==> src/design/fpbs_pkg.sv <==
`timescale 1ns / 1ps
// ----------------------------------------------------------------------------
// fpbs_pkg
// shared types and constants for the binary64 power-by-squaring block
// ----------------------------------------------------------------------------
package fpbs_pkg;

    localparam logic [63:0] ONE_BITS    = 64'h3FF0_0000_0000_0000;
    localparam logic [63:0] DEFAULT_NAN = 64'h7FF8_0000_0000_0000;
    localparam logic [63:0] QUIET_BIT   = 64'h0008_0000_0000_0000;
    localparam logic [10:0] EXP_MAX     = 11'h7FF;

    // sequencer states
    typedef enum logic [2:0] {
        S_IDLE,
        S_DECIDE,
        S_MUL_WAIT,
        S_DONE
    } t_state;

    // which product the shared multiplier is working on
    typedef enum logic [1:0] {
        OP_ACC,
        OP_SQR,
        OP_FINAL
    } t_op;

    // multiplier status towards the sequencer
    typedef struct packed {
        logic done;
        logic ovf;
        logic ftz;
    } t_mul_status;

endpackage

==> src/design/fpbs_if.sv <==
`timescale 1ns / 1ps
// ----------------------------------------------------------------------------
// fpbs_in_if / fpbs_out_if
// valid/ready channels for operand and result beats
// ----------------------------------------------------------------------------
interface fpbs_in_if;
    logic        valid;
    logic        ready;
    logic [63:0] base_bits;
    logic [63:0] exponent;
    modport source (output valid, base_bits, exponent, input ready);
    modport sink   (input valid, base_bits, exponent, output ready);
endinterface

interface fpbs_out_if;
    logic        valid;
    logic        ready;
    logic [63:0] power_bits;
    logic        overflowed;
    logic        flushed;
    modport source (output valid, power_bits, overflowed, flushed, input ready);
    modport sink   (input valid, power_bits, overflowed, flushed, output ready);
endinterface

==> src/design/float_power_by_squaring_top.sv <==
`timescale 1ns / 1ps
// each binary64 multiply passes through S_DECIDE and S_MUL_WAIT; top set
// bit k needs k squarings plus one multiply per set bit (up to 127 multiplies),
// and exponent 0 goes from S_DECIDE straight to S_DONE with a result of 1.0
// a new operand beat is taken only in S_IDLE, once the last result has left S_DONE;
// one finished result can wait in the output register while the next computes
// reset is synchronous active low and clears the sequencer and valid flag.
// ----------------------------------------------------------------------------
// float_power_by_squaring_top
// binary64 base raised to an unsigned integer power, square-and-multiply
// ----------------------------------------------------------------------------
module float_power_by_squaring_top
    import fpbs_pkg::*;
#(
    parameter int EXP_BITS = 64
) (
    input  logic i_clk,
    input  logic i_rst_n,
    fpbs_in_if.sink    in_ch,
    fpbs_out_if.source out_ch
);

    t_state              r_state, n_state;
    logic [63:0]         r_base, r_acc, r_res;
    logic [EXP_BITS-1:0] r_n;
    logic                r_ovf, r_ftz, r_ovalid;
    logic                r_res_ovf, r_res_ftz;
    t_op                 r_op, d_op;
    logic                mul_start, out_free;
    logic [63:0]         mul_a, mul_b, mul_p;
    t_mul_status         mst;

    assign in_ch.ready        = (r_state == S_IDLE);
    assign out_ch.valid       = r_ovalid;
    assign out_ch.power_bits  = r_res;
    assign out_ch.overflowed  = r_res_ovf;
    assign out_ch.flushed     = r_res_ftz;
    assign out_free           = !r_ovalid || out_ch.ready;

    // next step of the exponent walk
    always_comb begin
        if (r_n == EXP_BITS'(1)) begin
            d_op = OP_FINAL;
        end else if (r_n[0]) begin
            d_op = OP_ACC;
        end else begin
            d_op = OP_SQR;
        end
    end

    // operand select for the shared multiplier and sequencer next state
    always_comb begin
        mul_start = 1'b0;
        mul_a = (d_op == OP_SQR) ? r_base : r_acc;
        mul_b = r_base;
        n_state = r_state;
        unique case (r_state)
            S_IDLE: if (in_ch.valid) n_state = S_DECIDE;
            S_DECIDE: begin
                mul_start = (r_n != '0);
                n_state = (r_n == '0) ? S_DONE : S_MUL_WAIT;
            end
            S_MUL_WAIT: if (mst.done) n_state = (r_op == OP_FINAL) ? S_DONE : S_DECIDE;
            S_DONE: if (out_free) n_state = S_IDLE;
            default: n_state = S_IDLE;
        endcase
    end

    fpbs_fmul u_fmul (
        .i_clk(i_clk), .i_rst_n(i_rst_n), .i_start(mul_start),
        .i_a(mul_a), .i_b(mul_b), .o_p(mul_p), .o_status(mst)
    );

    always_ff @(posedge i_clk) begin
        if (!i_rst_n) begin
            r_state  <= S_IDLE;
            r_ovalid <= 1'b0;
        end else begin
            r_state  <= n_state;
            r_ovalid <= (r_state == S_DONE) || (r_ovalid && !out_ch.ready);
        end
    end

    // working registers
    always_ff @(posedge i_clk) begin
        unique case (r_state)
            S_IDLE: if (in_ch.valid) begin
                r_base <= in_ch.base_bits;
                r_n    <= in_ch.exponent[EXP_BITS-1:0];
                r_acc  <= ONE_BITS;
                r_ovf  <= 1'b0;
                r_ftz  <= 1'b0;
            end
            S_DECIDE: r_op <= d_op;
            S_MUL_WAIT: if (mst.done) begin
                r_ovf <= r_ovf | mst.ovf;
                r_ftz <= r_ftz | mst.ftz;
                unique case (r_op)
                    OP_ACC: begin
                        r_acc <= mul_p;
                        r_n   <= r_n & ~EXP_BITS'(1);
                    end
                    OP_SQR: begin
                        r_base <= mul_p;
                        r_n    <= r_n >> 1;
                    end
                    default: r_acc <= mul_p;
                endcase
            end
            S_DONE: if (out_free) begin
                r_res     <= r_acc;
                r_res_ovf <= r_ovf;
                r_res_ftz <= r_ftz;
            end
            default: ;
        endcase
    end

endmodule

==> src/design/fpbs_fmul.sv <==
`timescale 1ns / 1ps
// ----------------------------------------------------------------------------
// fpbs_fmul
// multi-cycle binary64 multiplier, round to nearest even, flush to zero
// ----------------------------------------------------------------------------
module fpbs_fmul
    import fpbs_pkg::*;
(
    input  logic        i_clk,
    input  logic        i_rst_n,
    input  logic        i_start,
    input  logic [63:0] i_a,
    input  logic [63:0] i_b,
    output logic [63:0] o_p,
    output t_mul_status o_status
);

    // phases: 0 settle, 1..4 partial products, 5 normalise, 6 round/pack
    logic [2:0]   r_phase, n_phase;
    logic         r_busy, n_busy;
    logic         r_done;
    logic         r_spec;
    logic [63:0]  r_spec_val;
    logic         r_spec_ftz;
    logic         r_sign;
    logic [12:0]  r_e;
    logic [52:0]  r_ma, r_mb;
    logic [105:0] r_acc;
    logic [63:0]  r_p;
    logic         r_ovf, r_ftz;
    logic [52:0]  r_mant;
    logic         r_guard, r_sticky;
    logic [12:0]  r_en;

    logic [10:0] ea, eb;
    logic [51:0] fa, fb;
    logic        nan_a, nan_b, sub_a, sub_b, z_a, z_b, inf_a, inf_b;

    always_comb begin
        ea = i_a[62:52];
        eb = i_b[62:52];
        fa = i_a[51:0];
        fb = i_b[51:0];
        nan_a = (ea == EXP_MAX) && (fa != '0);
        nan_b = (eb == EXP_MAX) && (fb != '0);
        sub_a = (ea == '0) && (fa != '0);
        sub_b = (eb == '0) && (fb != '0);
        z_a = (ea == '0);
        z_b = (eb == '0);
        inf_a = (ea == EXP_MAX);
        inf_b = (eb == EXP_MAX);
    end

    // special operand classes, resolved when the operands are taken
    logic        spec, spec_ftz;
    logic [63:0] spec_val;
    always_comb begin
        spec     = 1'b1;
        spec_ftz = sub_a || sub_b;
        spec_val = '0;
        if (nan_a) begin
            spec_val = i_a | QUIET_BIT;
            spec_ftz = 1'b0;
        end else if (nan_b) begin
            spec_val = i_b | QUIET_BIT;
            spec_ftz = 1'b0;
        end else if (inf_a || inf_b) begin
            spec_val = (z_a || z_b) ? DEFAULT_NAN
                                    : {i_a[63] ^ i_b[63], EXP_MAX, 52'd0};
        end else if (z_a || z_b) begin
            spec_val = {i_a[63] ^ i_b[63], 63'd0};
        end else begin
            spec = 1'b0;
        end
    end

    // phase 1: a low, b low; 2: a low b high; 3: a high b low; 4: high high
    logic [26:0] qa, qb;
    always_comb begin
        unique case (r_phase)
            3'd1:    begin qa = r_ma[26:0];         qb = r_mb[26:0];         end
            3'd2:    begin qa = r_ma[26:0];         qb = {1'b0, r_mb[52:27]}; end
            3'd3:    begin qa = {1'b0, r_ma[52:27]}; qb = r_mb[26:0];        end
            default: begin qa = {1'b0, r_ma[52:27]}; qb = {1'b0, r_mb[52:27]}; end
        endcase
    end
    logic [53:0] qp;
    assign qp = qa * qb;
    logic [105:0] qp_sh;
    always_comb begin
        unique case (r_phase)
            3'd1:        qp_sh = {52'd0, qp};
            3'd2, 3'd3:  qp_sh = {25'd0, qp, 27'd0};
            default:     qp_sh = {qp[51:0], 54'd0};
        endcase
    end

    // rounding increment and final packing
    logic [53:0] mant_r;
    logic [12:0] ef;
    logic [63:0] pack_p;
    logic        pack_ovf, pack_ftz;
    always_comb begin
        mant_r   = {1'b0, r_mant} + {53'd0, r_guard && (r_sticky || r_mant[0])};
        ef       = mant_r[53] ? r_en + 13'd1 : r_en;
        pack_ovf = 1'b0;
        pack_ftz = r_spec_ftz;
        if (r_spec) begin
            pack_p = r_spec_val;
        end else if (!ef[12] && ef >= 13'd2047) begin
            pack_ovf = 1'b1;
            pack_p   = {r_sign, EXP_MAX, 52'd0};
        end else if (ef[12] || ef == 13'd0) begin
            pack_ftz = 1'b1;
            pack_p   = {r_sign, 63'd0};
        end else begin
            pack_p = {r_sign, ef[10:0], mant_r[53] ? mant_r[52:1] : mant_r[51:0]};
        end
    end

    // control
    always_comb begin
        n_busy  = r_busy;
        n_phase = r_phase;
        if (i_start) begin
            n_busy  = 1'b1;
            n_phase = 3'd0;
        end else if (r_busy) begin
            if (r_phase == 3'd6) begin
                n_busy = 1'b0;
            end
            n_phase = r_phase + 3'd1;
        end
    end

    always_ff @(posedge i_clk) begin
        if (!i_rst_n) begin
            r_busy <= 1'b0;
            r_phase <= '0;
            r_done <= 1'b0;
        end else begin
            r_busy <= n_busy;
            r_phase <= n_phase;
            r_done <= r_busy && !i_start && (r_phase == 3'd6);
        end
    end

    // datapath
    always_ff @(posedge i_clk) begin
        if (i_start) begin
            r_sign     <= i_a[63] ^ i_b[63];
            r_spec     <= spec;
            r_spec_val <= spec_val;
            r_spec_ftz <= spec_ftz;
            r_ma <= {1'b1, fa};
            r_mb <= {1'b1, fb};
            r_e <= {2'b0, ea} + {2'b0, eb} - 13'd1023;
            r_acc <= '0;
        end else if (r_busy) begin
            if (r_phase >= 3'd1 && r_phase <= 3'd4) begin
                r_acc <= r_acc + qp_sh;
            end
            if (r_phase == 3'd5) begin
                if (r_acc[105]) begin
                    r_mant   <= r_acc[105:53];
                    r_guard  <= r_acc[52];
                    r_sticky <= r_acc[51:0] != '0;
                    r_en     <= r_e + 13'd1;
                end else begin
                    r_mant   <= r_acc[104:52];
                    r_guard  <= r_acc[51];
                    r_sticky <= r_acc[50:0] != '0;
                    r_en     <= r_e;
                end
            end
            if (r_phase == 3'd6) begin
                r_p   <= pack_p;
                r_ovf <= pack_ovf;
                r_ftz <= pack_ftz;
            end
        end
    end

    assign o_p = r_p;
    assign o_status = '{done: r_done, ovf: r_ovf, ftz: r_ftz};

endmodule

==> src/flat_wrapper.sv <==
// flat-port wrapper written by rule: the top's interface ports become plain ports
module float_power_by_squaring_top_flat import fpbs_pkg::*;
#(
    parameter int EXP_BITS = 64
)
  (i_clk, i_rst_n, in_ch_valid, in_ch_base_bits, in_ch_exponent, in_ch_ready, out_ch_valid, out_ch_power_bits, out_ch_overflowed, out_ch_flushed, out_ch_ready);
  fpbs_in_if in_ch_i ();
  fpbs_out_if out_ch_i ();
  input  logic i_clk;
  input  logic i_rst_n;
  input wire logic [$bits(in_ch_i.valid)-1:0] in_ch_valid;
  input wire logic [$bits(in_ch_i.base_bits)-1:0] in_ch_base_bits;
  input wire logic [$bits(in_ch_i.exponent)-1:0] in_ch_exponent;
  output wire logic [$bits(in_ch_i.ready)-1:0] in_ch_ready;
  output wire logic [$bits(out_ch_i.valid)-1:0] out_ch_valid;
  output wire logic [$bits(out_ch_i.power_bits)-1:0] out_ch_power_bits;
  output wire logic [$bits(out_ch_i.overflowed)-1:0] out_ch_overflowed;
  output wire logic [$bits(out_ch_i.flushed)-1:0] out_ch_flushed;
  input wire logic [$bits(out_ch_i.ready)-1:0] out_ch_ready;
  assign in_ch_i.valid = in_ch_valid;
  assign in_ch_i.base_bits = in_ch_base_bits;
  assign in_ch_i.exponent = in_ch_exponent;
  assign in_ch_ready = in_ch_i.ready;
  assign out_ch_valid = out_ch_i.valid;
  assign out_ch_power_bits = out_ch_i.power_bits;
  assign out_ch_overflowed = out_ch_i.overflowed;
  assign out_ch_flushed = out_ch_i.flushed;
  assign out_ch_i.ready = out_ch_ready;
  float_power_by_squaring_top #(.EXP_BITS(EXP_BITS)) u_core (.i_clk(i_clk), .i_rst_n(i_rst_n), .in_ch(in_ch_i), .out_ch(out_ch_i));
endmodule
==> config.mk <==
export PLATFORM = sky130hd
export DESIGN_NAME = float_power_by_squaring_top_flat
export DESIGN_NICKNAME = d
export VERILOG_FILES = /design/src/design/fpbs_pkg.sv /design/src/design/fpbs_if.sv /design/src/design/float_power_by_squaring_top.sv /design/src/design/fpbs_fmul.sv /design/src/flat_wrapper.sv
export SDC_FILE = /design/constraint.sdc
export NUM_CORES = 2
export LEC_CHECK = 0
export BUFFER_PORTS_ARGS = -buffer_cell sky130_fd_sc_hd__buf_2
export CORE_MARGIN = 5
export CORE_UTILIZATION = 50
export CTS_CLUSTER_DIAMETER = 30
export DETAILED_ROUTE_END_ITERATION = 8
export PLACE_DENSITY = 0.66
export REMOVE_ABC_BUFFERS = 1
export SYNTH_ARGS = -nofsm -noshare
export SYNTH_HDL_FRONTEND = slang
export SYNTH_SLANG_ARGS = --single-unit
==> constraint.sdc <==
create_clock -name i_clk -period 15 [get_ports i_clk]
set_input_delay 1.5 -clock i_clk [delete_from_list [all_inputs] [get_ports i_clk]]
set_output_delay 1.5 -clock i_clk [all_outputs]
set_load 0.02 [all_outputs]
==> reports/results.ini <==
[status]
status = completed

[drt]
vias_per_cell = 5.93
vias = 48300
first_pass_iters = 8
drtIter0Drc = 4863
detail-route-antenna-nets = 0
drc = 0
wirelength_mm = 201
drt-wirelength-per-cell_um = 24.7

[floorplan]
die_y_um = 358
die_x_um = 358
initial_core_util = 0.505
core_sq_um = 120000
io_pins = 200
rows = 127
dieArea_sq_um = 128000

[clock_network]
cts.path.max_buffers = 3
clock-sinks = 694
path_clk_slew_ns = 0.05
htree_levels = 3
ctsHoldBuffers = 0
post-cts-setup-buffers = 0
cts.repair.resized = 0
insertion_delay_ns = 0.74
numCtsBuffers = 112
cts_root_buffer = clkbuf_16
cts_tree = built

[yosys]
synth-main-ff-cell = edfxtp_1
syn_avg_cell_area_sq_um = 9.57
synth-async-reset-ratio = 0
yosysWarnings = 0
synth_xor_area_frac = 0.0303
seq_area_frac_synth = 0.325
synth.area.mux_share = 0.0339
netlist_instances = 6337
synth_top_family_by_area = adder cells
synth-seq-cells = 694
syn_area_sq_um = 60600
synthAdderAreaFrac = 0.274
synth_compound_area_frac = 0.110
ys_types = 97
synth-simple-area-share = 0.154
synth_edf_count = 580

[job]
drv_cap = 0

[critical_path]
reg2regPathDepth = 42
crit_arrival_ns = 13.93
end_kind = register
crit_path_end = u_core.u_fmul.r_acc[93]
critPathSlowestCell = nand2_1
max_stage_delay_ns = 0.91
cp.required_ns = 15.61
crit_type = reg2reg
r2r_start = u_core.u_fmul.r_phase[1]
crit_path_start = u_core.u_fmul.r_phase[1]
cpMostUsedCell = inv_1
critical_path_peak_fanout = 32
reg2reg_to = u_core.u_fmul.r_acc[93]
rrSetupSlack_ns = 1.68
critPathLaunchType = register

[timing]
period_share = 0.888
fin_tns_setup_ns = 0
slew_violations = 0
setup_viol = 0
hold_viol = 0
setup_ws_ns = 1.68
worst_pin_slew_ns = 1.41
rsz0062_at_grt = false
slew_headroom = 0.0355
timing.fmax_ghz = 0.0751
finClkSkew_ns = 0.0771
period_needed_ns = 13.32

[layout]
area_delta_synth_final_pct = 11.0
seq_area_sq_um = 19700
nets = 7514
post-route-util = 0.560
multi_input_area_sq_um = 36700
drive_gt1_frac = 0.0989
fill_cells = 10600
stdcell_area_sq_um = 67300

[global_routing]
grt_max_degree = 120
grt.total_usage = 0.310
overflow = 0
grt_pass1_vias = 47600
grt_antenna_before_repair = 13
grt_pass1_wl_mm = 298

[placement]
hpwlAfterDp_mm = 155
place_congestion = 0.986
pre_cts_ws_ns = 1.95
dpl_cell_area_sq_um = 63200
numPortBuffers = 199

[hold_path]
whs_path_depth = 0
min-delay-path-class = reg2reg

[logic make-up after synthesis]
kind of cell	Yosys count
flip-flops	694
XOR/XNOR	209
buffers and inverters	1164
AND/OR/NAND/NOR	2079
adder cells (fa/ha/maj)	954
AO/OA/AOI/OAI	1042
multiplexers	195
[worst min-delay path by stage]
| stage | startpoint | end | slack, ns |
|---|---|---|---|
| finish | u_core.r_acc[3] | u_core.out_ch.power_bits[3] | 0.45 |
| global route | u_core.r_acc[36] | u_core.out_ch.power_bits[36] | 0.47 |
| CTS | u_core.r_acc[3] | u_core.out_ch.power_bits[3] | 0.45 |
| detailed placement | u_core.r_acc[3] | u_core.out_ch.power_bits[3] | 0.44 |
| global placement | u_core.r_acc[36] | u_core.out_ch.power_bits[36] | 0.43 |
| floorplan | u_core.r_acc[51] | u_core.out_ch.power_bits[51] | 0.42 |
[flip-flops by register name (all words and copies together) (netlist names), 3 cells and up]
name	flops
u_core.u_fmul.r_acc	106
u_core.mul_b	64
u_core.out_ch.power_bits	64
u_core.r_acc	64
u_core.r_n	64
u_core.u_fmul.o_p	64
u_core.u_fmul.r_spec_val	64
u_core.u_fmul.r_mant	53
u_core.u_fmul.r_ma	52
u_core.u_fmul.r_mb	52
u_core.u_fmul.r_e	13
u_core.u_fmul.r_en	13
u_core.u_fmul.r_phase	3
[worst max-delay path, delay by kind of cell (launching register included)]
family                   cells  cell delay, ns
AND/OR/NAND/NOR              9            2.65
buffers and inverters        7            1.28
XOR/XNOR                     1            0.24
flip-flops                   1            0.35
AO/OA/AOI/OAI               15            4.17
adder cells (fa/ha/maj)     10            4.50
[cells in the final DEF, fill, tap and decap left out, types with 65 or more instances in the layout]
cell,n
edfxtp_1,580
buf_2,199
buf_4,80
nor4_1,65
a22o_1,91
fa_1,626
a21oi_1,299
dfxtp_1,113
ha_1,328
xor2_1,88
nor2_1,464
nand4_1,97
mux2i_1,99
clkbuf_16,112
nand3_1,119
a21o_1,136
o21ai_0,217
mux2_2,82
nand2_1,1006
and2_1,97
xnor2_1,120
inv_1,859
[cell usage after synthesis, drive strengths merged, types with 12 or more instances]
| library cell | number | area (sq um) |
|---|---|---|
| o21a | 15 | 113 |
| a211oi | 26 | 195 |
| or2 | 12 | 75.1 |
| nand4 | 99 | 632 |
| nand2 | 1011 | 3810 |
| dfxtp | 114 | 2280 |
| buf | 42 | 200 |
| fa | 626 | 12500 |
| clkbuf | 262 | 986 |
| a21oi | 303 | 1520 |
| mux2 | 83 | 935 |
| ha | 328 | 4100 |
| o22ai | 37 | 231 |
| mux2i | 112 | 1120 |
| o211ai | 18 | 135 |
| a31oi | 24 | 150 |
| o21ai | 255 | 1290 |
| edfxtp | 580 | 17400 |
| nor3 | 50 | 282 |
| nor2 | 469 | 1780 |
| nor2b | 18 | 113 |
| xor2 | 89 | 787 |
| a21o | 136 | 1020 |
| nor4 | 69 | 474 |
| or3 | 15 | 93.8 |
| and2 | 99 | 619 |
| a22o | 91 | 797 |
| nand2b | 25 | 164 |
| o31ai | 19 | 158 |
| o21bai | 46 | 345 |
| inv | 859 | 3220 |
| and3 | 46 | 288 |
| xnor2 | 120 | 1050 |
| nand3 | 121 | 616 |
[stage by stage]
step | instances | hold slack (ns)
final | 8144 | 0.454
after global routing | 8136 | 0.471
after CTS | 8135 | 0.453
after detailed placement | 7925 | 0.441
after global placement | 7923 | 0.430
after floorplan | 6033 | 0.420
[layout make-up]
| type | count | share of cell area |
|---|---|---|
| antenna | 8 | 0.000298 |
| multi-input combinational | 4479 | 0.545 |
| sequential | 694 | 0.293 |
| inverter | 860 | 0.0481 |
| tap | 1612 | 0.0300 |
| clock inverter | 88 | 0.0165 |
| timing repair buffer | 281 | 0.0241 |
| clock buffer | 122 | 0.0431 |
[routing by layer]
layer  GRT usage  routed length (um)  up-vias  part of all wire
met1       0.416               80200    24000              0.40
li1            -                   -    21400                 -
met4       0.143               10600        8             0.053
met5           0                  57        -           0.00028
met2       0.484               90400     2414              0.45
met3      0.0662               20100      478              0.10
Power is not shown: default switching activity piles up to over one toggle a cycle in this logic, so the estimate is an artifact.
